===== src/rtl/core/pqls_pkg.sv =====
`timescale 1ns / 1ps
`default_nettype none

package pqls_pkg;

  localparam int DEPTH = 16;
  localparam int IDX_W = $clog2(DEPTH);
  localparam int CNT_W = $clog2(DEPTH + 1);

  localparam int VAL_W = 32;
  localparam int PRI_W = 16;

  // action codes
  localparam logic [1:0] ACT_ENQ  = 2'd0;
  localparam logic [1:0] ACT_PEEK = 2'd1;
  localparam logic [1:0] ACT_DEQ  = 2'd2;

  // status codes
  localparam logic [1:0] ST_OK    = 2'd0;
  localparam logic [1:0] ST_FULL  = 2'd1;
  localparam logic [1:0] ST_EMPTY = 2'd2;

  typedef struct packed {
    logic signed [VAL_W-1:0] value;
    logic signed [PRI_W-1:0] prio;
  } entry_t;

  // controller -> datapath
  typedef struct packed {
    logic item_load;
    logic enq_wr;
    logic scan_en;
    logic shift_start;
    logic shift_en;
    logic fill_dec;
    logic out_load;
  } cmd_t;

  // datapath -> controller
  typedef struct packed {
    logic full;
    logic empty;
    logic walk_done;
    logic is_deq;
    logic out_vld;
  } sts_t;

endpackage

`default_nettype wire


===== src/rtl/core/pqls_ctrl.sv =====
`timescale 1ns / 1ps
`default_nettype none

module pqls_ctrl (
  input  wire logic          clk,
  input  wire logic          rst_n,
  input  wire logic          in_valid,
  input  wire logic [1:0]    in_action,
  output logic               in_ready,
  input  wire logic          out_ready,
  input  wire pqls_pkg::sts_t sts,
  output pqls_pkg::cmd_t     cmd
);

  typedef enum logic [4:0] {
    S_IDLE  = 5'b00001,
    S_ENQ   = 5'b00010,
    S_SCAN  = 5'b00100,
    S_SHIFT = 5'b01000,
    S_DONE  = 5'b10000
  } state_t;

  state_t state_r, state_nxt;

  logic acc;

  assign in_ready = (state_r == S_IDLE);
  assign acc      = in_valid && in_ready;

  always_comb begin
    state_nxt = state_r;
    cmd       = '0;
    unique case (state_r)
      S_IDLE: begin
        if (acc) begin
          cmd.item_load = 1'b1;
          if (in_action == pqls_pkg::ACT_ENQ) begin
            state_nxt = sts.full ? S_DONE : S_ENQ;
          end else if (in_action == pqls_pkg::ACT_PEEK ||
                       in_action == pqls_pkg::ACT_DEQ) begin
            state_nxt = sts.empty ? S_DONE : S_SCAN;
          end else begin
            state_nxt = S_DONE;
          end
        end
      end
      S_ENQ: begin
        cmd.enq_wr = 1'b1;
        state_nxt  = S_DONE;
      end
      S_SCAN: begin
        cmd.scan_en = 1'b1;
        if (sts.walk_done) begin
          if (sts.is_deq) begin
            cmd.shift_start = 1'b1;
            state_nxt       = S_SHIFT;
          end else begin
            state_nxt = S_DONE;
          end
        end
      end
      S_SHIFT: begin
        cmd.shift_en = 1'b1;
        if (sts.walk_done) begin
          cmd.fill_dec = 1'b1;
          state_nxt    = S_DONE;
        end
      end
      S_DONE: begin
        if (!sts.out_vld || out_ready) begin
          cmd.out_load = 1'b1;
          state_nxt    = S_IDLE;
        end
      end
      default: state_nxt = S_IDLE;
    endcase
  end

  always_ff @(posedge clk) begin
    if (!rst_n) begin
      state_r <= S_IDLE;
    end else begin
      state_r <= state_nxt;
    end
  end

endmodule

`default_nettype wire


===== src/rtl/core/pqls_dpath.sv =====
`timescale 1ns / 1ps
`default_nettype none

module pqls_dpath (
  input  wire logic                              clk,
  input  wire logic                              rst_n,
  input  wire logic [1:0]                        in_action,
  input  wire logic signed [pqls_pkg::VAL_W-1:0] in_item_value,
  input  wire logic signed [pqls_pkg::PRI_W-1:0] in_item_priority,
  input  wire logic                              out_ready,
  input  wire pqls_pkg::cmd_t                    cmd,
  output pqls_pkg::sts_t                         sts,
  output logic                                   out_valid,
  output logic signed [pqls_pkg::VAL_W-1:0]      out_value,
  output logic signed [pqls_pkg::PRI_W-1:0]      out_priority,
  output logic [1:0]                             out_status,
  output logic [pqls_pkg::CNT_W-1:0]             out_entry_count
);

  localparam int IW = pqls_pkg::IDX_W;
  localparam int CW = pqls_pkg::CNT_W;

  pqls_pkg::entry_t mem [pqls_pkg::DEPTH];

  // held item
  logic [1:0]       act_r;
  pqls_pkg::entry_t item_r;
  logic [1:0]       st_r;

  // walk pointer and registered read
  logic [CW-1:0]    fill_r, fill_nxt;
  logic [CW-1:0]    ptr_r;
  logic             rd_vld_r;
  logic [IW-1:0]    rd_idx_r;
  pqls_pkg::entry_t rd_data_r;

  // best entry so far
  logic [IW-1:0]    best_idx_r;
  pqls_pkg::entry_t best_r;

  logic             out_vld_r;
  logic signed [pqls_pkg::VAL_W-1:0] out_value_r;
  logic signed [pqls_pkg::PRI_W-1:0] out_prio_r;
  logic [1:0]       out_st_r;
  logic [CW-1:0]    out_cnt_r;

  logic             walking;
  logic             rd_go;
  logic             take;
  logic             full;
  logic             empty;
  logic [1:0]       st_in;
  logic             wr_en;
  logic [IW-1:0]    wr_addr;
  pqls_pkg::entry_t wr_data;
  logic             returns_entry;

  assign full    = (fill_r == CW'(pqls_pkg::DEPTH));
  assign empty   = (fill_r == '0);
  assign walking = cmd.scan_en || cmd.shift_en;
  assign rd_go   = walking && (ptr_r < fill_r);
  assign take    = cmd.scan_en && rd_vld_r &&
                   ((rd_idx_r == '0) || (rd_data_r.prio > best_r.prio));

  always_comb begin
    priority if (in_action == pqls_pkg::ACT_ENQ && full) begin
      st_in = pqls_pkg::ST_FULL;
    end else if ((in_action == pqls_pkg::ACT_PEEK || in_action == pqls_pkg::ACT_DEQ) &&
                 empty) begin
      st_in = pqls_pkg::ST_EMPTY;
    end else begin
      st_in = pqls_pkg::ST_OK;
    end
  end

  // single write port: append on enqueue, move down one on shift
  always_comb begin
    if (cmd.enq_wr) begin
      wr_en   = 1'b1;
      wr_addr = fill_r[IW-1:0];
      wr_data = item_r;
    end else begin
      wr_en   = cmd.shift_en && rd_vld_r;
      wr_addr = rd_idx_r - IW'(1);
      wr_data = rd_data_r;
    end
  end

  always_ff @(posedge clk) begin
    if (wr_en) begin
      mem[wr_addr] <= wr_data;
    end
    if (rd_go) begin
      rd_data_r <= mem[ptr_r[IW-1:0]];
      rd_idx_r  <= ptr_r[IW-1:0];
    end
  end

  always_comb begin
    fill_nxt = fill_r;
    if (cmd.enq_wr) begin
      fill_nxt = fill_r + CW'(1);
    end else if (cmd.fill_dec) begin
      fill_nxt = fill_r - CW'(1);
    end
  end

  always_ff @(posedge clk) begin
    if (!rst_n) begin
      fill_r   <= '0;
      ptr_r    <= '0;
      rd_vld_r <= 1'b0;
    end else begin
      fill_r <= fill_nxt;
      if (cmd.item_load) begin
        ptr_r    <= '0;
        rd_vld_r <= 1'b0;
      end else if (cmd.shift_start) begin
        ptr_r    <= CW'(best_idx_r) + CW'(1);
        rd_vld_r <= 1'b0;
      end else if (walking) begin
        rd_vld_r <= rd_go;
        if (rd_go) begin
          ptr_r <= ptr_r + CW'(1);
        end
      end
    end
  end

  always_ff @(posedge clk) begin
    if (cmd.item_load) begin
      act_r        <= in_action;
      item_r.value <= in_item_value;
      item_r.prio  <= in_item_priority;
      st_r         <= st_in;
    end
    if (take) begin
      best_idx_r <= rd_idx_r;
      best_r     <= rd_data_r;
    end
  end

  // result register
  assign returns_entry = (st_r == pqls_pkg::ST_OK) &&
                         (act_r == pqls_pkg::ACT_PEEK || act_r == pqls_pkg::ACT_DEQ);

  always_ff @(posedge clk) begin
    if (!rst_n) begin
      out_vld_r <= 1'b0;
    end else if (cmd.out_load) begin
      out_vld_r <= 1'b1;
    end else if (out_ready) begin
      out_vld_r <= 1'b0;
    end
  end

  always_ff @(posedge clk) begin
    if (cmd.out_load) begin
      out_value_r <= returns_entry ? best_r.value : '0;
      out_prio_r  <= returns_entry ? best_r.prio : '0;
      out_st_r    <= st_r;
      out_cnt_r   <= fill_r;
    end
  end

  assign sts.full      = full;
  assign sts.empty     = empty;
  assign sts.walk_done = (ptr_r >= fill_r) && !rd_vld_r;
  assign sts.is_deq    = (act_r == pqls_pkg::ACT_DEQ);
  assign sts.out_vld   = out_vld_r;

  assign out_valid       = out_vld_r;
  assign out_value       = out_value_r;
  assign out_priority    = out_prio_r;
  assign out_status      = out_st_r;
  assign out_entry_count = out_cnt_r;

  a_no_enq_when_full: assert property (@(posedge clk) disable iff (!rst_n)
    cmd.enq_wr |-> !full)
    else $error("enqueue write with queue full");

  a_fill_in_range: assert property (@(posedge clk) disable iff (!rst_n)
    cmd.fill_dec |-> !empty ##1 (fill_r == $past(fill_r) - CW'(1)))
    else $error("fill count decrement out of range");

  a_shift_above_best: assert property (@(posedge clk) disable iff (!rst_n)
    (cmd.shift_en && rd_vld_r) |-> (rd_idx_r > best_idx_r))
    else $error("shift write at or below removed entry");

  a_no_result_overwrite: assert property (@(posedge clk) disable iff (!rst_n)
    cmd.out_load |-> (!out_vld_r || out_ready))
    else $error("result register overwritten before transaction");

endmodule

`default_nettype wire


===== src/rtl/core/priority_queue_linear_scan_top.sv =====
`timescale 1ns / 1ps
`default_nettype none

// Channel  Dir  Handshake             Payload
// in       in   in_valid / in_ready   in_action, in_item_value, in_item_priority
// out      out  out_valid / out_ready out_value, out_priority, out_status, out_entry_count
//
// One transaction in gives exactly one transaction out, in order.
// Steps from the accepting edge: enqueue writes the entry, then loads the result; full,
// empty or unused action loads the result directly; peek scans all entries; dequeue
// scans, then shifts the entries above the removed slot k down one place.
// The entry memory gives one registered read and one write per cycle: the max scan
// visits one entry a cycle, the shift moves one entry a cycle. in_ready returns the
// cycle after the result load.
// Reset (rst_n low, synchronous) empties the queue; entry contents are not cleared.
// A result waiting in the output register does not stop a new input transaction;
// only the next result load waits for out_ready.

module priority_queue_linear_scan_top (
  input  wire logic                              clk,
  input  wire logic                              rst_n,
  input  wire logic                              in_valid,
  output logic                                   in_ready,
  input  wire logic [1:0]                        in_action,
  input  wire logic signed [pqls_pkg::VAL_W-1:0] in_item_value,
  input  wire logic signed [pqls_pkg::PRI_W-1:0] in_item_priority,
  output logic                                   out_valid,
  input  wire logic                              out_ready,
  output logic signed [pqls_pkg::VAL_W-1:0]      out_value,
  output logic signed [pqls_pkg::PRI_W-1:0]      out_priority,
  output logic [1:0]                             out_status,
  output logic [pqls_pkg::CNT_W-1:0]             out_entry_count
);

  pqls_pkg::cmd_t cmd;
  pqls_pkg::sts_t sts;

  // sequencer: decode on accept, enqueue write or scan, optional shift, result load
  pqls_ctrl u_ctrl (
    .clk       (clk),
    .rst_n     (rst_n),
    .in_valid  (in_valid),
    .in_action (in_action),
    .in_ready  (in_ready),
    .out_ready (out_ready),
    .sts       (sts),
    .cmd       (cmd)
  );

  // entry memory, fill count, max tracker and result register
  pqls_dpath u_dpath (
    .clk              (clk),
    .rst_n            (rst_n),
    .in_action        (in_action),
    .in_item_value    (in_item_value),
    .in_item_priority (in_item_priority),
    .out_ready        (out_ready),
    .cmd              (cmd),
    .sts              (sts),
    .out_valid        (out_valid),
    .out_value        (out_value),
    .out_priority     (out_priority),
    .out_status       (out_status),
    .out_entry_count  (out_entry_count)
  );

endmodule

`default_nettype wire

===== config.mk =====
export PLATFORM = sky130hd
export DESIGN_NAME = priority_queue_linear_scan_top
export DESIGN_NICKNAME = d
export VERILOG_FILES = /design/src/rtl/core/pqls_pkg.sv /design/src/rtl/core/pqls_ctrl.sv /design/src/rtl/core/pqls_dpath.sv /design/src/rtl/core/priority_queue_linear_scan_top.sv
export SDC_FILE = /design/constraint.sdc
export NUM_CORES = 1
export LEC_CHECK = 0
export BUFFER_PORTS_ARGS = -buffer_cell sky130_fd_sc_hd__buf_2
export CAP_MARGIN = 20
export CELL_PAD_IN_SITES_DETAIL_PLACEMENT = 0
export CELL_PAD_IN_SITES_GLOBAL_PLACEMENT = 2
export CORE_UTILIZATION = 45
export DETAILED_ROUTE_END_ITERATION = 8
export PLACE_DENSITY_LB_ADDON = 0.1
export SLEW_MARGIN = 40
export SYNTH_ARGS = -nofsm -noshare
export SYNTH_HDL_FRONTEND = slang
export SYNTH_SLANG_ARGS = --single-unit

===== constraint.sdc =====
create_clock -name clk -period 4.5 [get_ports clk]
set_input_delay 0.9 -clock clk [delete_from_list [all_inputs] [get_ports clk]]
set_output_delay 0.9 -clock clk [all_outputs]
set_load 0.005 [all_outputs]

==> impl_metrics.ini, run 1 <==
[cells_and_area]
area_delta_synth_final_pct = 14.2
drive_above_1_share_pct = 22.9
final_cell_count_no_fill = 3198
fill_cells = 6797
fin_area_um2 = 44200
nets = 2049

[clocking]
clock-sinks = 996
holdBufCountCts = 0
cts_tree = done
post-cts-setup-buffer-count = 0
cts_buffers = 107
cts-htree-levels = 3
clock_latency_ps = 670
cts_resized = 0
cts_root_buf = clkbuf_16
clk_pin_slew_worst_paths_ps = 60
clk_path_buf_depth = 3

[yosys]
synth_edf_count = 979
ys_warn_count = 0
synthArstFlopShare_pct = 0
synth_area_um2 = 38700
synth_cells = 1767
synth.avg_cell_area_um2 = 21.9
syn-num-nets = 1851
ys_seq_elements = 996
synth_cell_types = 56
ys_seq_area_share_pct = 76.9
synthFlopType = edfxtp_1

[run_status]
status = finished clean

[detailed_routing]
detail_route.wl_per_cell_um = 27.3
route.final.wire_length_um = 87400
initialDrtViolationCount = 1537
vias = 17800
ant_nets = 0
dr.pass1.iters = 5
drc = 0
vias_per_cell = 5.55

[timing]
final_hold_viol_count = 0
relSlewSlack_pct = 44.7
rsz0062_at_grt = false
slew_viol_final = 0
fin_skew_ps = 32.8
tightest_slew_ps = 830
fmax_ghz = 0.287
post-route-period-util_pct = 77.3
min_period_ps = 3480
setup_violations = 0
fin_tns_setup_ps = 0

[critical_path]
slowest_delay_ps = 590
cp_slowest_cell = buf_4
crit_path_start_kind = flip-flop
critPathBufInv = 4
regToRegStartpoint = u_ctrl.state_r[3]$_SDFFE_PN0P_
reg2reg_slack_ps = 1020
crit_fanout = 45
endpoint_kind = flip-flop
crit_family = buffers and inverters
r2r_end = u_dpath.mem[4][31]$_DFFE_PP_
setup.worst_path.end = u_dpath.mem[4][31]$_DFFE_PP_
r2r_cells = 9
worstSetupPathType = reg2reg
arrival_ps = 3780
cp-startpoint = u_ctrl.state_r[3]$_SDFFE_PN0P_
path_depth = 9
cp.required_ps = 4800
cp_cell_sequence = nor2b_1 > and3b_2 > inv_2 > buf_4 > and2_1 > a32oi_1 > buf_2 > nor2_4 > buf_12

[die]
std_cell_rows = 107
die_area_um2 = 87100
initial_core_util_pct = 45.4
ios = 111
die_h_um = 295
die_w_um = 295
core_area_um2 = 85100

[hold_path]
min_path_type = in2reg

[power]
p_per_area_nw_per_um2 = 424
peakVddDrop_uv = 318
p_leak_nw = 14.2

[global_routing]
grt_pass1_vias = 18600
grt_max_degree = 106
grt_pass1_wl_um = 128000
grt-ovfl-total = 0
grt.total_usage_pct = 20.6
grt_antenna_before_repair = 0

[placement]
portBuffers = 110
dpl.hpwl_um = 46900
dpl_cell_area_um2 = 40900
place.gp.congestion = 0.710
placed_cells = 2999

[job]
timing.max_cap.violations = 0
worst register-to-register path, delay by kind of cell (launching register included):
kind | cells | cell delay (ps)
AO/OA/AOI/OAI | 1 | 180
buffers and inverters | 4 | 1330
flip-flops | 1 | 530
AND/OR/NAND/NOR | 4 | 1050
cell usage after synthesis (all sizes together) (2+ instances only):
library cell / count / area [um2]
a211oi: 4 / 30.0
a21o: 5 / 37.5
a21oi: 26 / 130
a32oi: 6 / 52.6
and2: 49 / 307
and3: 4 / 25.0
buf: 42 / 419
clkbuf: 37 / 139
dfxtp: 17 / 340
edfxtp: 979 / 29400
ha: 29 / 363
inv: 36 / 135
mux2i: 3 / 30.0
mux4: 240 / 5850
nand2: 162 / 608
nand2b: 5 / 31.3
nand3: 9 / 45.0
nand3b: 3 / 22.5
nand4: 5 / 31.3
nor2: 25 / 93.8
nor2b: 5 / 31.3
nor3: 13 / 70.1
nor3b: 2 / 15.0
nor4: 3 / 18.8
o211ai: 5 / 37.5
o21ai: 18 / 90.1
o221ai: 2 / 17.5
xnor2: 8 / 70.1
xor2: 6 / 52.6
metal layers:
metal	part of all wire, %	wire, um	track usage [%]	up-vias
li1	-	-	-	7752
met1	45	39400	29.3	9496
met2	49	42800	33.7	411
met3	4.1	3550	2.71	103
met4	1.8	1580	5.32	0
met5	0	0	0	-
worst min-delay path by stage:
| stage | from | to | slack, ps | cells after the start |
|---|---|---|---|---|
| 3_3_place_gp | u_dpath.rd_data_r[25]$_DFFE_PP_ | u_dpath.best_r[25]$_DFFE_PP_ | 440 | 0 |
| 5_1_grt | in_item_value[9] | u_dpath.item_r[25]$_DFFE_PP_ | 380 | 1 |
| 6_report | in_item_value[9] | u_dpath.item_r[25]$_DFFE_PP_ | 410 | 1 |
| 2_1_floorplan | u_dpath.rd_data_r[16]$_DFFE_PP_ | u_dpath.best_r[16]$_DFFE_PP_ | 430 | 0 |
| 3_5_place_dp | u_dpath.rd_data_r[33]$_DFFE_PP_ | u_dpath.best_r[33]$_DFFE_PP_ | 430 | 0 |
| 4_1_cts | in_item_priority[1] | u_dpath.item_r[1]$_DFFE_PP_ | 370 | 1 |
sequential cells by signal (all words and copies together) (netlist names), 4 cells and up:
register,flops
u_dpath.fill_r,5
u_dpath.mem,768
u_dpath.out_entry_count,5
u_dpath.item_r,48
u_ctrl.state_r,5
u_dpath.rd_data_r,48
u_dpath.best_r,48
u_dpath.ptr_r,5
u_dpath.out_priority,16
u_dpath.best_idx_r,4
u_dpath.rd_idx_r,4
u_dpath.out_value,32
through the flow:
step	hold WS, ps	total power [mW]	setup slack [ps]	utilization (%)
final	413	18.7	1020	51.9
after global routing	384	19.3	763	51.9
after CTS	368	18.9	981	51.8
after detailed placement	434	10.8	1020	48.0
after global placement	439	10.8	954	47.9
after floorplan	426	10.6	374	-
logic make-up (layout without fill, tap and decap cells):
| logic type | after synthesis | count (layout) | share of synthesized area [%] |
|---|---|---|---|
| flops | 996 | 996 | 76.9 |
| compound gates | 77 | 77 | 1.25 |
| xor+xnor | 14 | 14 | 0.317 |
| simple gates | 290 | 290 | 3.46 |
| mux | 244 | 244 | 15.2 |
| buf+inv | 116 | 402 | 1.80 |
| other cells | 0 | 1 | 0 |
| fa+ha+maj | 30 | 30 | 0.991 |
power by group:
| part | internal, mW | switching (mW) | leakage [nW] |
|---|---|---|---|
| combinational | 0.100 | 0.231 | 3.66 |
| sequential | 10.2 | 0.0484 | 8.97 |
| clock | 4.61 | 3.53 | 1.60 |
final cells by class:
class | instances | area (um2) | share of cell area [%]
Sequential cell | 996 | 29800 | 67.4
Multi-Input combinational cell | 655 | 8380 | 19.0
Clock buffer | 131 | 2820 | 6.38
Tap cell | 1144 | 1430 | 3.24
Timing Repair Buffer | 168 | 1200 | 2.71
Clock inverter | 66 | 430 | 0.975
Inverter | 37 | 139 | 0.315
Antenna cell | 1 | 2.50 | 0.00567
cell usage in the layout, fill, tap and decap left out, drive strengths merged, types with 3 or more instances in the layout:
cell      count
a211oi        4
clkinvlp      4
bufinv        3
edfxtp      979
nor4          3
nand3b        3
nand2       162
nor2         25
inv          41
mux4        240
nand4         5
clkbuf      131
ha           29
and3          4
clkinv       55
o211ai        5
nand3         9
a21oi        26
nor3         13
nand2b        5
xor2          6
dfxtp        17
a21o          5
a32oi         6
xnor2         8
o21ai        18
nor2b         5
buf         168
and2         49
mux2i         3
Power figures use the tool's default switching activity.
==> inputs of run 2 (changes only) <==
==> constraint.sdc (replaced) <==
create_clock -name clk -period 2.91 [get_ports clk]
set_input_delay 0.582 -clock clk [delete_from_list [all_inputs] [get_ports clk]]
set_output_delay 0.582 -clock clk [all_outputs]
set_load 0.005 [all_outputs]
==> run 2 against run 1 <==
Against the previous run: hold slack got worse by 310 ps; clock-buffer cell count decreased by 8; wire length about the same; final area increased by 1.4%; via count increased by 1.2%; worst setup slack got worse by 840 ps; critical endpoint is now in_ready; highest routed layer unchanged.
==> impl_metrics.ini, run 2 (same netlist as run 1, synthesis figures left out) <==
[clocking]
holdBufCountCts = 0
post-cts-setup-buffer-count = 0
cts_root_buf = clkbuf_16
cts-htree-levels = 3
clock-sinks = 996
clk_path_buf_depth = 3
clk_pin_slew_worst_paths_ps = 60
cts_buffers = 104
cts_tree = done
clock_latency_ps = 650

[cells_and_area]
largest_reg_flops = 768
final_cell_mix = edfxtp_1, nand2_1, mux4_2
area_delta_synth_final_pct = 15.8
nets = 2083
fin_area_um2 = 44800
mostFrequentLayoutCell = edfxtp_1
drive_above_1_share_pct = 24.4
regMostFlops = u_dpath.mem

[timing]
slew_viol_final = 0
fin_tns_setup_ps = 0
rsz0062_at_grt = false
post-route-period-util_pct = 93.7
setup_violations = 0
min_period_ps = 2730
fmax_ghz = 0.367
final_hold_viol_count = 0
tightest_slew_ps = 738
fin_skew_ps = 18.0
relSlewSlack_pct = 50.8

[hold_path]
min_path_cells = 1
hp-start = in_item_value[15]
min_path_type = in2reg
min_to = u_dpath.item_r[31]$_DFFE_PP_

[die]
std_cell_rows = 107
die_area_um2 = 87100
ios = 111
core_area_um2 = 85100
die_h_um = 295
initial_core_util_pct = 45.4
die_w_um = 295

[critical_path]
regToRegStartpoint = u_dpath.fill_r[4]$_SDFFE_PN0P_
arrival_ps = 2150
reg2reg_slack_ps = 260
worstSetupPathType = reg2out
cp_cell_sequence = buf_4 > nor3_1 > nand3b_1 > inv_1 > buf_2
r2r_cells = 12
slowest_delay_ps = 360
r2r_end = u_dpath.ptr_r[4]$_SDFFE_PP0P_
crit_path_start_kind = flip-flop
cp_slowest_cell = dfxtp_1
crit_fanout = 8
cp.required_ps = 2330
endpoint_kind = output pin

[power]
peakVddDrop_uv = 474
p_leak_nw = 14.5
p_per_area_nw_per_um2 = 651

[placement]
dpl.hpwl_um = 47600
place.gp.congestion = 0.776
portBuffers = 110
dpl_cell_area_um2 = 41500

[global_routing]
grt.total_usage_pct = 20.5
grt_antenna_before_repair = 1
grt_max_degree = 113
grt_pass1_vias = 18800
grt-ovfl-total = 0
grt_pass1_wl_um = 128000

[detailed_routing]
vias_per_cell = 5.57
detail_route.wl_per_cell_um = 27.1
vias = 18000
drc = 0
dr.pass1.iters = 5
initialDrtViolationCount = 1500
route.final.wire_length_um = 87400
ant_nets = 0

[run_status]
status = finished clean

[job]
timing.max_cap.violations = 0
[run 2: cell types whose count changed in the layout (fill, tap and decap cells not counted), sizes merged]
cell / before / now
buf: 168 / 205
inv: 41 / 38
clkbuf: 131 / 123
clkinvlp: 4 / 3
clkinv: 55 / 52
bufinv: 3 / 9
[run 2: repair_timing]
action	CTS	global route
setup endpoints to repair	1	2
pin swaps	0	0
resized for setup	1	4
hold endpoints to repair	0	0
[run 2: cell type report]
class | count | area (um2)
Sequential cell | 996 | 29800
Timing Repair Buffer | 205 | 1780
Fill cell | 6673 | 40400
Antenna cell | 1 | 2.50
Tap cell | 1144 | 1430
Clock buffer | 123 | 2700
Clock inverter | 65 | 558
Multi-Input combinational cell | 655 | 8410
Inverter | 37 | 139
[run 2: metal layers]
layer / wire, um / track usage [%]
met1: 39200 / 29.5
met2: 42700 / 33.6
met3: 4010 / 2.65
met4: 1570 / 4.92
met5: 0 / 0
[run 2: worst max-delay path by stage]
stage | from | to | depth (start not counted)
after CTS | u_dpath.fill_r[4]$_SDFFE_PN0P_ | u_dpath.ptr_r[4]$_SDFFE_PP0P_ | 12
final | u_ctrl.state_r[2]$_SDFFE_PN0P_ | in_ready | 5
after global routing | u_dpath.fill_r[4]$_SDFFE_PN0P_ | u_dpath.ptr_r[4]$_SDFFE_PP0P_ | 12
after global placement | u_dpath.fill_r[4]$_SDFFE_PN0P_ | u_dpath.ptr_r[4]$_SDFFE_PP0P_ | 12
after detailed placement | u_dpath.fill_r[4]$_SDFFE_PN0P_ | u_dpath.ptr_r[4]$_SDFFE_PP0P_ | 12
after floorplan | u_ctrl.state_r[1]$_SDFFE_PN0P_ | u_dpath.mem[8][0]$_DFFE_PP_ | 7
[run 2: through the flow]
step	std cells	setup WS (ps)	total power, mW	hold WS (ps)	utilization [%]
3_5_place_dp	3037	-15.5	16.7	434	48.7
2_1_floorplan	1767	-913	16.4	426	-
4_1_cts	3225	138	29.5	51.8	52.5
3_3_place_gp	3037	-40.1	16.7	433	48.7
6_report	3226	182	29.1	100	52.6
5_1_grt	3225	6.26	30.1	65.4	52.6
[run 2: worst max-delay path: cells and delay by family (launching register included)]
family | cells | cell delay [ps]
AND/OR/NAND/NOR | 2 | 680
buffers and inverters | 3 | 450
flip-flops | 1 | 360
[run 2: power by group]
group	internal, mW	switching (mW)
logic	0.172	0.386
clock network	7.38	5.36
registers	15.8	0.0500
total	23.3	5.80
==> inputs of run 3 (changes only) <==
--- a/config.mk
+++ b/config.mk
@@ -12,7 +12,7 @@
 export CORE_UTILIZATION = 45
 export DETAILED_ROUTE_END_ITERATION = 8
 export PLACE_DENSITY_LB_ADDON = 0.1
-export SLEW_MARGIN = 40
+export SLEW_MARGIN = 20
 export SYNTH_ARGS = -nofsm -noshare
 export SYNTH_HDL_FRONTEND = slang
 export SYNTH_SLANG_ARGS = --single-unit
==> constraint.sdc (replaced) <==
create_clock -name clk -period 2.91 [get_ports clk]
set_input_delay 0.1455 -clock clk [delete_from_list [all_inputs] [get_ports clk]]
set_output_delay 0.1455 -clock clk [all_outputs]
set_load 0.005 [all_outputs]
==> run 3 against run 2 <==
Against the previous run: non-clock buffer count is 55 higher; clock skew up 9.3 ps; cell count grew 1.6%; sequential power about the same; fmax down 0.18%; die area is the same; sequential cell count unchanged; global-route usage rose by 0.12 points; hold slack better by 85 ps; power is 0.35% higher; final area increased by 1.2%.
==> impl_metrics.ini, run 3 (same netlist as run 1, synthesis figures left out) <==
[run_status]
status = finished clean

[critical_path]
cp_cell_sequence = inv_1 > ha_1 > nand4_1 > a21o_1 > a211oi_4 > nand2_1 > o21ai_0 > ha_2 > nand4_1 > nor3_2 > xnor2_1 > a211oi_1
cp_slowest_cell = dfxtp_1
crit_family = compound AO/OA/AOI/OAI gates
critPathBufInv = 1
crit_top_cell = nand4_1
worstSetupPathType = reg2reg
cp.required_ps = 3480
crit_fanout = 5
endpoint_kind = flip-flop
slowest_delay_ps = 380
arrival_ps = 3300
crit_path_start_kind = flip-flop

[job]
timing.max_cap.violations = 0

[placement]
dpl_cell_area_um2 = 41500
dpl.hpwl_um = 47600
placed_cells = 3037
place.gp.congestion = 0.776
place_ws_ps = -30.1
portBuffers = 110

[detailed_routing]
detail_route.wl_per_cell_um = 26.9
dr.pass1.iters = 5
route.final.wire_length_um = 88200
vias_per_cell = 5.56
ant_nets = 0
drc = 0
vias = 18200
initialDrtViolationCount = 1526

[timing]
fmax_ghz = 0.366
slew_viol_final = 0
fin_skew_ps = 27.4
setup_slack_ps = 177
whs_ps = 185
relSlewSlack_pct = 48.2
tightest_slew_ps = 776
final_hold_viol_count = 0
setup_violations = 0
min_period_ps = 2730
fin_tns_setup_ps = 0
post-route-period-util_pct = 93.9

[cells_and_area]
final_cell_count_no_fill = 3278
multi_input_area_um2 = 8400
nets = 2138
regArea_um2 = 29800
largest_reg_flops = 768
drive_above_1_share_pct = 23.5
area_delta_synth_final_pct = 17.2
fin_area_um2 = 45300
final_cell_mix = edfxtp_1, nand2_1, mux4_2
regMostFlops = u_dpath.mem
mostFrequentLayoutCell = edfxtp_1
antenna_cells = 0
fill_cells = 6678

[global_routing]
grt.total_usage_pct = 20.6
grt_antenna_before_repair = 1
grt-ovfl-total = 0
grt_max_degree = 113
grt_pass1_wl_um = 128000
grt_pass1_vias = 18900

[clocking]
clk_path_buf_depth = 3
cts_root_buf = clkbuf_16
cts-htree-levels = 3
cts_tree = done
clock-sinks = 996
post-cts-setup-buffer-count = 0
clock_latency_ps = 670
clk_pin_slew_worst_paths_ps = 60
cts_buffers = 104

[die]
die_area_um2 = 87100
initial_core_util_pct = 45.4
ios = 111
core_area_um2 = 85100
std_cell_rows = 107
die_h_um = 295
die_w_um = 295

[power]
p_per_area_nw_per_um2 = 646
peakVddDrop_uv = 535
p_leak_nw = 14.7

[hold_path]
min_path_type = in2reg
-- run 3: cell types whose count changed in the layout (fill, tap and decap cells not counted), moves of 3 or more --
cell | previous run | this run
clkinv_8 | 0 | 3
dlygate4sd3_1 | 0 | 54
clkinv_2 | 27 | 18
clkbuf_1 | 18 | 22
-- run 3: timing repair --
action | 4_1_cts | 5_1_grt
hold buffers | 54 | 0
resized for setup | 1 | 3
hold endpoints to repair | 66 | 0
setup endpoints to repair | 1 | 2
-- run 3: where the power goes --
part | total (mW) | switching (mW) | internal, mW
combinational | 0.620 | 0.399 | 0.221
clock | 12.8 | 5.41 | 7.37
sequential | 15.8 | 0.0509 | 15.8
-- run 3: final timing paths --
path | slack [ps] | endpoint | start | cells after the start
max | 180 | u_dpath.ptr_r[4]$_SDFFE_PP0P_ | u_dpath.fill_r[4]$_SDFFE_PN0P_ | 12
min | 190 | u_dpath.item_r[0]$_DFFE_PP_ | in_item_priority[0] | 2
max reg2reg | 180 | u_dpath.ptr_r[4]$_SDFFE_PP0P_ | u_dpath.fill_r[4]$_SDFFE_PN0P_ | 12
min reg2reg | 440 | u_dpath.best_r[36]$_DFFE_PP_ | u_dpath.rd_data_r[36]$_DFFE_PP_ | 0
-- run 3: final cells by class --
type / instances / area share [%]
sequential: 996 / 65.7
multi-input combinational: 655 / 18.5
clock buffer: 128 / 6.04
timing repair buffer: 260 / 5.13
tap: 1144 / 3.16
clock inverter: 58 / 1.17
inverter: 37 / 0.307
-- run 3: layer usage --
layer,share of wire (%),global-route usage (%),up-vias
met5,0,0,-
met4,1.7,5.35,0
met3,4.0,2.75,98
met2,48,33.7,398
met1,46,29.4,9816
li1,-,-,7930
-- run 3: metrics by stage --
step	total power [mW]	utilization [%]
5_1_grt	30.1	53.2
3_5_place_dp	16.7	48.7
2_1_floorplan	16.4	-
6_report	29.2	53.2
4_1_cts	29.6	53.2
3_3_place_gp	16.7	48.7
